## config.mk

```make
export PLATFORM = sky130hd
export DESIGN_NAME = unix_seconds_to_calendar_core
export DESIGN_NICKNAME = d
export VERILOG_FILES = /design/src/rtl/ucal_pkg.sv /design/src/rtl/ucal_ctrl.sv /design/src/rtl/ucal_dp.sv /design/src/rtl/unix_seconds_to_calendar_core.sv
export SDC_FILE = /design/constraint.sdc
export NUM_CORES = 1
export LEC_CHECK = 0
export ABC_AREA = 1
export BUFFER_PORTS_ARGS = -buffer_cell sky130_fd_sc_hd__buf_4
export CAP_MARGIN = 10
export CORE_MARGIN = 2
export CORE_UTILIZATION = 54
export CTS_CLUSTER_SIZE = 30
export DETAILED_ROUTE_END_ITERATION = 10
export GPL_TIMING_DRIVEN = 1
export PLACE_DENSITY_LB_ADDON = 0.2
export SYNTH_ARGS = -nofsm -noshare
export SYNTH_HDL_FRONTEND = slang
export SYNTH_SLANG_ARGS = --single-unit
export TNS_END_PERCENT = 20
```

## constraint.sdc

```tcl
create_clock -name clk -period 9.4 [get_ports clk]
set_input_delay 0.94 -clock clk [delete_from_list [all_inputs] [get_ports clk]]
set_output_delay 0.94 -clock clk [all_outputs]
set_load 0.005 [all_outputs]
```

## src/rtl/ucal_pkg.sv

```systemverilog
package ucal_pkg;

	localparam logic [11:0] YEAR_BASE  = 12'd1970;
	localparam logic [11:0] YEAR_NOLEAP = 12'd2100;
	localparam logic [8:0]  YLEN_LEAP  = 9'd366;
	localparam logic [8:0]  YLEN_NORM  = 9'd365;
	localparam logic [3:0]  MON_DEC    = 4'd11;
	localparam logic [3:0]  MON_FEB    = 4'd1;

	// reciprocal constants: q = (n * RECIP) >> SHIFT, exact for 32-bit n
	localparam logic [31:0] RECIP_60   = 32'h8888_8889;
	localparam logic [31:0] RECIP_24   = 32'hAAAA_AAAB;
	localparam logic [5:0]  DIVISOR_60 = 6'd60;
	localparam logic [5:0]  DIVISOR_24 = 6'd24;

	typedef enum logic [2:0] {
		ST_IDLE,
		ST_MUL,
		ST_REM,
		ST_YEAR,
		ST_MONTH,
		ST_PUSH
	} state_t;

	typedef enum logic [1:0] {
		DIV_SEC,
		DIV_MIN,
		DIV_HOUR
	} div_sel_t;

	typedef struct packed {
		logic     load;
		logic     mul;
		logic     divr;
		div_sel_t dsel;
		logic     year_step;
		logic     month_step;
		logic     push;
	} cmd_t;

	typedef struct packed {
		logic year_done;
		logic month_done;
		logic out_busy;
	} status_t;

	function automatic logic leap_year(input logic [11:0] y);
		leap_year = (y[1:0] == 2'd0) && (y != YEAR_NOLEAP);
	endfunction

	function automatic logic [4:0] month_len(input logic [3:0] m, input logic leap);
		case (m)
			4'd0: month_len = 5'd31;
			MON_FEB: month_len = leap ? 5'd29 : 5'd28;
			4'd2: month_len = 5'd31;
			4'd3: month_len = 5'd30;
			4'd4: month_len = 5'd31;
			4'd5: month_len = 5'd30;
			4'd6: month_len = 5'd31;
			4'd7: month_len = 5'd31;
			4'd8: month_len = 5'd30;
			4'd9: month_len = 5'd31;
			4'd10: month_len = 5'd30;
			4'd11: month_len = 5'd31;
			default: month_len = 5'd31;
		endcase
	endfunction

endpackage

```

## src/rtl/ucal_ctrl.sv

```systemverilog
module ucal_ctrl (
	input  logic              clk,
	input  logic              arst_n,
	input  logic              ts_valid,
	output logic              ts_stall,
	input  ucal_pkg::status_t sts,
	output ucal_pkg::cmd_t    cmd
);
	import ucal_pkg::*;

	state_t   state_q, state_d;
	div_sel_t dsel_q, dsel_d;

	always_ff @(posedge clk or negedge arst_n) begin
		if (!arst_n) begin
			state_q <= ST_IDLE;
			dsel_q  <= DIV_SEC;
		end else begin
			state_q <= state_d;
			dsel_q  <= dsel_d;
		end
	end

	always_comb begin
		state_d  = state_q;
		dsel_d   = dsel_q;
		cmd      = '0;
		cmd.dsel = dsel_q;
		ts_stall = 1'b1;
		case (state_q)
			ST_IDLE: begin
				ts_stall = 1'b0;
				if (ts_valid) begin
					cmd.load = 1'b1;
					dsel_d   = DIV_SEC;
					state_d  = ST_MUL;
				end
			end
			ST_MUL: begin
				cmd.mul = 1'b1;
				state_d = ST_REM;
			end
			ST_REM: begin
				cmd.divr = 1'b1;
				case (dsel_q)
					DIV_SEC: begin
						dsel_d  = DIV_MIN;
						state_d = ST_MUL;
					end
					DIV_MIN: begin
						dsel_d  = DIV_HOUR;
						state_d = ST_MUL;
					end
					default: state_d = ST_YEAR;
				endcase
			end
			ST_YEAR: begin
				cmd.year_step = 1'b1;
				if (sts.year_done) state_d = ST_MONTH;
			end
			ST_MONTH: begin
				cmd.month_step = 1'b1;
				if (sts.month_done) state_d = ST_PUSH;
			end
			ST_PUSH: begin
				if (!sts.out_busy) begin
					cmd.push = 1'b1;
					state_d  = ST_IDLE;
				end
			end
			default: state_d = ST_IDLE;
		endcase
	end

endmodule

```

## src/rtl/ucal_dp.sv

```systemverilog
module ucal_dp (
	input  logic              clk,
	input  logic              arst_n,
	input  ucal_pkg::cmd_t    cmd,
	output ucal_pkg::status_t sts,
	input  logic [31:0]       unix_seconds,
	input  logic              cal_stall,
	output logic              cal_valid,
	output logic [11:0]       year_out,
	output logic [3:0]        month_out,
	output logic [4:0]        day_out,
	output logic [4:0]        hour_out,
	output logic [5:0]        minute_out,
	output logic [5:0]        second_out
);
	import ucal_pkg::*;

	logic [31:0] opnd_q;
	logic [63:0] prod_q;
	logic [5:0]  sec_q, min_q;
	logic [4:0]  hour_q;
	logic [15:0] days_q;
	logic [11:0] year_q;
	logic [3:0]  mon_q;
	logic        valid_q;

	logic [11:0] year_oq;
	logic [3:0]  mon_oq;
	logic [4:0]  day_oq;
	logic [4:0]  hour_oq;
	logic [5:0]  min_oq, sec_oq;

	logic [31:0] recip;
	logic [5:0]  divisor;
	logic [31:0] quot;
	logic [31:0] rem;
	logic        leap;
	logic [8:0]  ylen;
	logic [4:0]  mlen;

	always_comb begin
		case (cmd.dsel)
			DIV_HOUR: begin
				recip   = RECIP_24;
				divisor = DIVISOR_24;
				quot    = {4'd0, prod_q[63:36]};
			end
			default: begin
				recip   = RECIP_60;
				divisor = DIVISOR_60;
				quot    = {5'd0, prod_q[63:37]};
			end
		endcase
		rem  = opnd_q - quot * {26'd0, divisor};
		leap = leap_year(year_q);
		ylen = leap ? YLEN_LEAP : YLEN_NORM;
		mlen = month_len(mon_q, leap);
	end

	assign sts.year_done  = days_q < {7'd0, ylen};
	assign sts.month_done = (mon_q == MON_DEC) || (days_q < {11'd0, mlen});
	assign sts.out_busy   = valid_q && cal_stall;

	always_ff @(posedge clk) begin
		if (cmd.load) opnd_q <= unix_seconds;
		if (cmd.mul)  prod_q <= {32'd0, opnd_q} * {32'd0, recip};
		if (cmd.divr) begin
			opnd_q <= quot;
			case (cmd.dsel)
				DIV_SEC: sec_q <= rem[5:0];
				DIV_MIN: min_q <= rem[5:0];
				default: begin
					hour_q <= rem[4:0];
					days_q <= quot[15:0];
					year_q <= YEAR_BASE;
					mon_q  <= 4'd0;
				end
			endcase
		end
		if (cmd.year_step && !sts.year_done) begin
			days_q <= days_q - {7'd0, ylen};
			year_q <= year_q + 12'd1;
		end
		if (cmd.month_step && !sts.month_done) begin
			days_q <= days_q - {11'd0, mlen};
			mon_q  <= mon_q + 4'd1;
		end
		if (cmd.push) begin
			year_oq <= year_q;
			mon_oq  <= mon_q + 4'd1;
			day_oq  <= days_q[4:0] + 5'd1;
			hour_oq <= hour_q;
			min_oq  <= min_q;
			sec_oq  <= sec_q;
		end
	end

	always_ff @(posedge clk or negedge arst_n) begin
		if (!arst_n) begin
			valid_q <= 1'b0;
		end else if (cmd.push) begin
			valid_q <= 1'b1;
		end else if (!cal_stall) begin
			valid_q <= 1'b0;
		end
	end

	assign cal_valid  = valid_q;
	assign year_out   = year_oq;
	assign month_out  = mon_oq;
	assign day_out    = day_oq;
	assign hour_out   = hour_oq;
	assign minute_out = min_oq;
	assign second_out = sec_oq;

endmodule

```

## src/rtl/unix_seconds_to_calendar_core.sv

```systemverilog
// Converts a 32-bit count of seconds since 1970-01-01 00:00:00 UTC into UTC year, month,
// day, hour, minute and second, one transaction at a time. Second, minute and hour come
// from three reciprocal multiplications on one shared 32x32 multiplier;
// the remaining days are then used up one year per cycle from 1970 and one month per
// cycle. A finished result waits for as long as the previous one is stalled in the
// output register, and the next timestamp is accepted in the cycle after the result
// is loaded into the output register. The result register holds while the consumer
// stalls.
module unix_seconds_to_calendar_core (
	input  logic        clk,
	input  logic        arst_n,
	input  logic        ts_valid,
	output logic        ts_stall,
	input  logic [31:0] unix_seconds,
	output logic        cal_valid,
	input  logic        cal_stall,
	output logic [11:0] year_out,
	output logic [3:0]  month_out,
	output logic [4:0]  day_out,
	output logic [4:0]  hour_out,
	output logic [5:0]  minute_out,
	output logic [5:0]  second_out
);
	import ucal_pkg::*;

	cmd_t    cmd;
	status_t sts;

	ucal_ctrl u_ctrl (
		.clk      (clk),
		.arst_n   (arst_n),
		.ts_valid (ts_valid),
		.ts_stall (ts_stall),
		.sts      (sts),
		.cmd      (cmd)
	);

	ucal_dp u_dp (
		.clk          (clk),
		.arst_n       (arst_n),
		.cmd          (cmd),
		.sts          (sts),
		.unix_seconds (unix_seconds),
		.cal_stall    (cal_stall),
		.cal_valid    (cal_valid),
		.year_out     (year_out),
		.month_out    (month_out),
		.day_out      (day_out),
		.hour_out     (hour_out),
		.minute_out   (minute_out),
		.second_out   (second_out)
	);

endmodule

```

==> impl_results.md, run 1 <==
* Global-route wire length before repair at 133000 um
* Via-to-Cell Ratio at 5.18
* Max_cap viols at 0
* Clk sinks at roughly 150
* WL final at 85600 um
* Port buffer count at 75
* Hold buffers post-CTS at 0
* Critical Path Source: u_ctrl.dsel_q[0]$_DFFE_PN0P_
* Die area at 53000 um2
* Syn Nets at 4245
* Non-Filler Instances at around 4200
* Max incr delay on CP at 0.64 ns
* Path type of the worst min-delay path: in2async
* Slew at the pin closest to its max-slew limit at 1.03 ns
* Tcrit/Tclk final at 83.9%
* Mean Syn Cell Area at ~8 um2
* Most common cell on crit path: inv_1
* CP endpoint: u_dp.prod_q[60]$_DFFE_PP_
* Fillers at roughly 4700
* Post-placement cell count at 4165
* Synth-to-layout area growth at 6.82%
* Clock Path Buffers at 2
* Final Hold Vio Count at 0
* Crit path max fanout at 17
* Vias in the first global route at 22100
* Kind of critical path: reg2reg
* Num rows at 82
* Antenna viol nets, final at 0
* Die height at between 200 and 250 um
* Initial DRC Count at about 2100
* Ant diodes at 0
* Reg2reg setup slack at 1.52 ns
* Final setup viols at 0
* Max Slew Vio Count at 0
* Clock Latency Late Sink at between 0.4 and 0.5 ns
* R2R Path End: u_dp.prod_q[60]$_DFFE_PP_
* DIE WIDTH at 230 um
* Post-synth EDFFs at 147
* Post_cts resized at 0
* Max-slew headroom at 31.4%
* Share of cells above drive strength 1 at 5.05%
* Initial antenna violation count at 1
* Synth Cell Area at 27600 um2
* Skew final at 0.0140 ns
* Initial Utilization at 54.9%
* Number of buffers created by CTS at 17
* Grt ovf at 0
* Worst path required time at ~9.6 ns
* Final nets at 4323
* DP HPWL at 76000 um
* Leading cell type in the layout, fill and taps excluded: inv_1
* FFs w/ async S/R, synth at 3.92%
* Final hold slack at around 0.27 ns
* Max frequency at about 130 MHz
* CTS tree: done
* R2R depth at 29
* Most frequent cells in the layout: 1008 x inv_1, 833 x nand2_1, 390 x fa_1
* IO Pins at 76
* Min cycle time layout at between 7 and 8 ns
* Worst Setup Start Kind: register
* Post-synthesis register bit count at 153
* Register Area at 4560 um2
* CP max-delay cell: fa_1
* Netlist cell types at 42
* Synth Warn # at 0
* Pre-Repair DR Iteration Count at 5
* RSZ-0062 raised after global routing: false
* Largest net degree at the start of global routing at 47
* Core area at 50400 um2
* Total number of vias at 21700
* Root Driver: clkbuf_16
* Worst EP arrival at 8.11 ns
* Post-CTS setup buffer count at 0
* WL/cell at 20.4 um
* Post-route DRC at 0
* Reg2Reg Launch Point: u_ctrl.dsel_q[0]$_DFFE_PN0P_
* Mapped Cells at about 3400
* Top FF cell, synth: edfxtp_1
* Reg clk slew, reported paths at approximately 0.070 ns
* Sequential area share after synthesis at 16.5%
* GPL Wtd Cong at just over 1
* Setup crit end kind: register
* Status: completed
* H-tree levels at 4
* Setup TNS at 0 ns
* GRT Util Overall at between 30% and 40%
* Multi-input gate area at 19100 um2
[cell usage after synthesis, types with 17 or more instances]
master    instances  area (um2)
edfxtp_1        147        4410
xor2_1           46         403
inv_1          1008        3780
ha_1            385        4820
nand3_1          92         460
nor2_4           18         203
fa_1            390        7810
a21oi_1          60         300
nand4_1          17         106
o21ai_0          73         365
nor2_1          215         807
nand2_1         833        3130
nor3_1           24         120
[critical path: cells and delay by family (launching register included)]
family                     cells  cell delay [ns]
adders and majority gates      8             3.78
buffers and inverters          9             1.22
DFF                            1             0.40
and+or+nand+nor               12             2.19
[how the worst min path moves through the flow]
stage                                              end  slack, ns
after detailed placement    u_dp.hour_out[1]$_DFFE_PP_       0.40
after floorplan             u_dp.hour_out[0]$_DFFE_PP_       0.40
final                       u_dp.cal_valid$_DFFE_PN0P_       0.27
after global routing        u_dp.cal_valid$_DFFE_PN0P_       0.26
after CTS                   u_dp.cal_valid$_DFFE_PN0P_       0.24
after global placement    u_dp.minute_out[1]$_DFFE_PP_       0.40
[final cells by class]
type	instances	share of cell area, %
Clock buffer	17	1.44
Multi-Input combinational cell	2234	64.7
Sequential cell	153	15.5
Clock inverter	14	0.458
Tap cell	672	2.85
Timing Repair Buffer	83	2.11
Inverter	1023	13.0
[logic make-up after synthesis]
family | count (synthesis) | synth area share, %
adder cells (fa/ha/maj) | 775 | 45.7
flip-flops | 153 | 16.5
buffers and inverters | 1047 | 14.5
multiplexers | 2 | 0.0724
XOR/XNOR | 59 | 1.87
AO/OA/AOI/OAI | 157 | 2.96
AND/OR/NAND/NOR | 1241 | 18.5
[flip-flops by register name, indices dropped and copies added (netlist names), 12 cells and up]
register and cells:
u_dp.days_q 16, u_dp.year_q 12, u_dp.opnd_q 32, u_dp.prod_q 28, u_dp.year_out 12
[per-layer routing]
layer | up-vias | track usage (%) | wire length, um
li1 | 10400 | - | -
met1 | 10300 | 48.5 | 37800
met2 | 863 | 51.6 | 36900
met3 | 180 | 5.23 | 6500
met4 | 0 | 15.9 | 4430
met5 | - | 0 | 0
[through the flow]
stage / cell area (um2) / worst slack, ns / util [%]
floorplan: 27600 / 2.76 / -
global placement: 29000 / 1.79 / 57.5
detailed placement: 29000 / 1.66 / 57.5
CTS: 29500 / 1.62 / 58.6
global route: 29500 / 1.14 / 58.6
finish: 29500 / 1.52 / 58.6
Power of run 1 is left out: the tool's default activity adds up to more than one toggle a clock period on the data nets, which glitch-free logic cannot reach.
==> inputs of run 2 (changes only) <==
clock period = 7.1 ns   (was 9.4 ns; I/O delays follow)
==> run 2 against run 1 <==
Net effect: global-route usage is 0.34 points lower; largest cell class unchanged; core utilization is 1.9 points higher; via count is 0.30% higher; count of clock-buffer cells in the layout stayed put; critical endpoint is now u_dp.prod_q[63]$_DFFE_PP_; final cell count is 2.2% higher.
==> impl_results.md, run 2 (same netlist as run 1, synthesis figures left out) <==
* Worst Setup Start Kind: register
* Clk sinks at 153
* Fillers at 4724
* Core area at a little over 50000 um2
* Top Registers: u_dp.opnd_q (32), u_dp.prod_q (28), u_dp.days_q (16)
* Initial Utilization at 54.9%
* Reg clk slew, reported paths at 0.08 ns
* Final nets at 4414
* Max Slew Vio Count at 0
* WL final at roughly 85000 um
* Initial DRC Count at 1873
* Skew final at 0.0184 ns
* Die height at approximately 230 um
* Total number of vias at 21800
* DP HPWL at 75700 um
* Worst path required time at roughly 7.3 ns
* Largest register FFs at 32
* GRT Util Overall at 33.8%
* Setup crit end kind: register
* Crit path max fanout at 4
* Path type of the worst min-delay path: in2async
* Final Hold Vio Count at 0
* Die area at 53000 um2
* Register Area at roughly 4600 um2
* Grt ovf at 0
* Ant diodes at 0
* RSZ-0062 raised after global routing: true
* Register bank with the most flops: u_dp.opnd_q
* Max-slew headroom at 15.7%
* Leading cell type in the layout, fill and taps excluded: inv_1
* Clock Path Buffers at 2
* Tcrit/Tclk final at 97.0%
* Largest net degree at the start of global routing at 47
* R2R Path End: u_dp.prod_q[63]$_DFFE_PP_
* Multi-input gate area at about 19000 um2
* Reg2reg setup slack at 0.22 ns
* Antenna viol nets, final at 0
* Reg2Reg Launch Point: u_ctrl.dsel_q[0]$_DFFE_PN0P_
* DIE WIDTH at about 230 um
* Min cycle time layout at between 6 and 7 ns
* H-tree levels at 4
* CP max-delay cell: fa_1
* Global-route wire length before repair at roughly 130000 um
* Port buffer count at 75
* Slew at the pin closest to its max-slew limit at roughly 1.3 ns
* Post-placement cell count at 4255
* Pre-Repair DR Iteration Count at 5
* Most common cell on crit path: fa_1
* Post-route DRC at 0
* Status: completed
* Non-Filler Instances at 4288
* Via-to-Cell Ratio at 5.08
* Share of cells above drive strength 1 at a little under a tenth
* Number of buffers created by CTS at 17
* Worst EP arrival at between 7 and 8 ns
* Final Core Density at 60.6%
* Crit path buf inv count at 8
* Max incr delay on CP at 0.57 ns
* IO Pins at 76
* Max_cap viols at 0
* Kind of critical path: reg2reg
* R2R depth at 27
* Most frequent cells in the layout: 1001 x inv_1, 822 x nand2_1, 384 x fa_1
* Num rows at a little over 80
* Vias in the first global route at 22200
* Max frequency at 145 MHz
* Crit-path leading delay family: adder cells
* Final setup viols at 0
* CTS tree: done
* WL/cell at 19.8 um
* Synth-to-layout area growth at 10.3%
* Critical Path Source: u_ctrl.dsel_q[0]$_DFFE_PN0P_
* Root Driver: clkbuf_16
* GPL Wtd Cong at 1.03
* Clock Latency Late Sink at roughly 0.48 ns
* Initial antenna violation count at 1
==> run 2: cell count changes in the layout (fill, tap and decap cells not counted), moves of 6 or more <==
| cell | change |
|---|---|
| a21oi_1 | -6 |
| a21oi_2 | +6 |
| buf_4 | +89 |
| fa_1 | -6 |
| fa_2 | +6 |
| inv_1 | -7 |
| inv_2 | +7 |
| nand2_1 | -11 |
| nand2_2 | +11 |
| nor2_1 | -26 |
| nor2_2 | +25 |
==> run 2: per-stage QoR <==
step	hold WS, ns	cell area (um2)	worst slack, ns	TNS (ns)
floorplan	0.400	27600	0.463	0
global placement	0.402	29700	0.170	0
detailed placement	0.405	29700	0.148	0
CTS	0.0119	30300	0.119	0
global route	0.0207	30500	-0.0290	-0.0364
finish	0.0342	30500	0.215	0
==> run 2: how the worst max path moves through the flow <==
stage                     slack [ns]  cells after the start                         to
after global placement          0.17                     27  u_dp.prod_q[58]$_DFFE_PP_
final                           0.22                     27  u_dp.prod_q[63]$_DFFE_PP_
after detailed placement        0.15                     24  u_dp.prod_q[48]$_DFFE_PP_
after global routing           -0.03                     32  u_dp.prod_q[54]$_DFFE_PP_
after floorplan                 0.46                     30  u_dp.prod_q[59]$_DFFE_PP_
after CTS                       0.12                     24  u_dp.prod_q[48]$_DFFE_PP_
==> run 2: metal layers <==
layer / up-vias / GRT usage [%] / part of all wire [%]
met5: - / 0 / 0.021
met4: 2 / 15.0 / 4.9
met3: 160 / 6.00 / 7.4
met2: 828 / 52.0 / 44
met1: 10300 / 47.0 / 44
li1: 10500 / - / -
==> run 2: worst register-to-register path, delay by kind of cell (launching register included) <==
kind / cells / cell delay [ns]
adder cells (fa/ha/maj): 9 / 4.15
AND/OR/NAND/NOR: 10 / 1.31
buffers and inverters: 8 / 0.79
flip-flops: 1 / 0.41
==> run 2: layout make-up <==
class                   instances  share of cell area (%)
clock inverters                15                   0.644
inverters                    1023                    12.6
flip-flops and latches        153                    15.0
repair buffers                174                    4.36
well taps                     672                    2.76
multi-input cells            2234                    63.3
clock buffers                  17                    1.39
==> run 2: repair_timing <==
| action | 4_1_cts | 5_1_grt |
|---|---|---|
| setup buffers | 0 | 1 |
| hold buffers | 0 | 0 |
| resized for setup | 0 | 75 |
| endpoints found under the setup margin | 0 | 27 |
Power of run 2 is left out for the same reason.
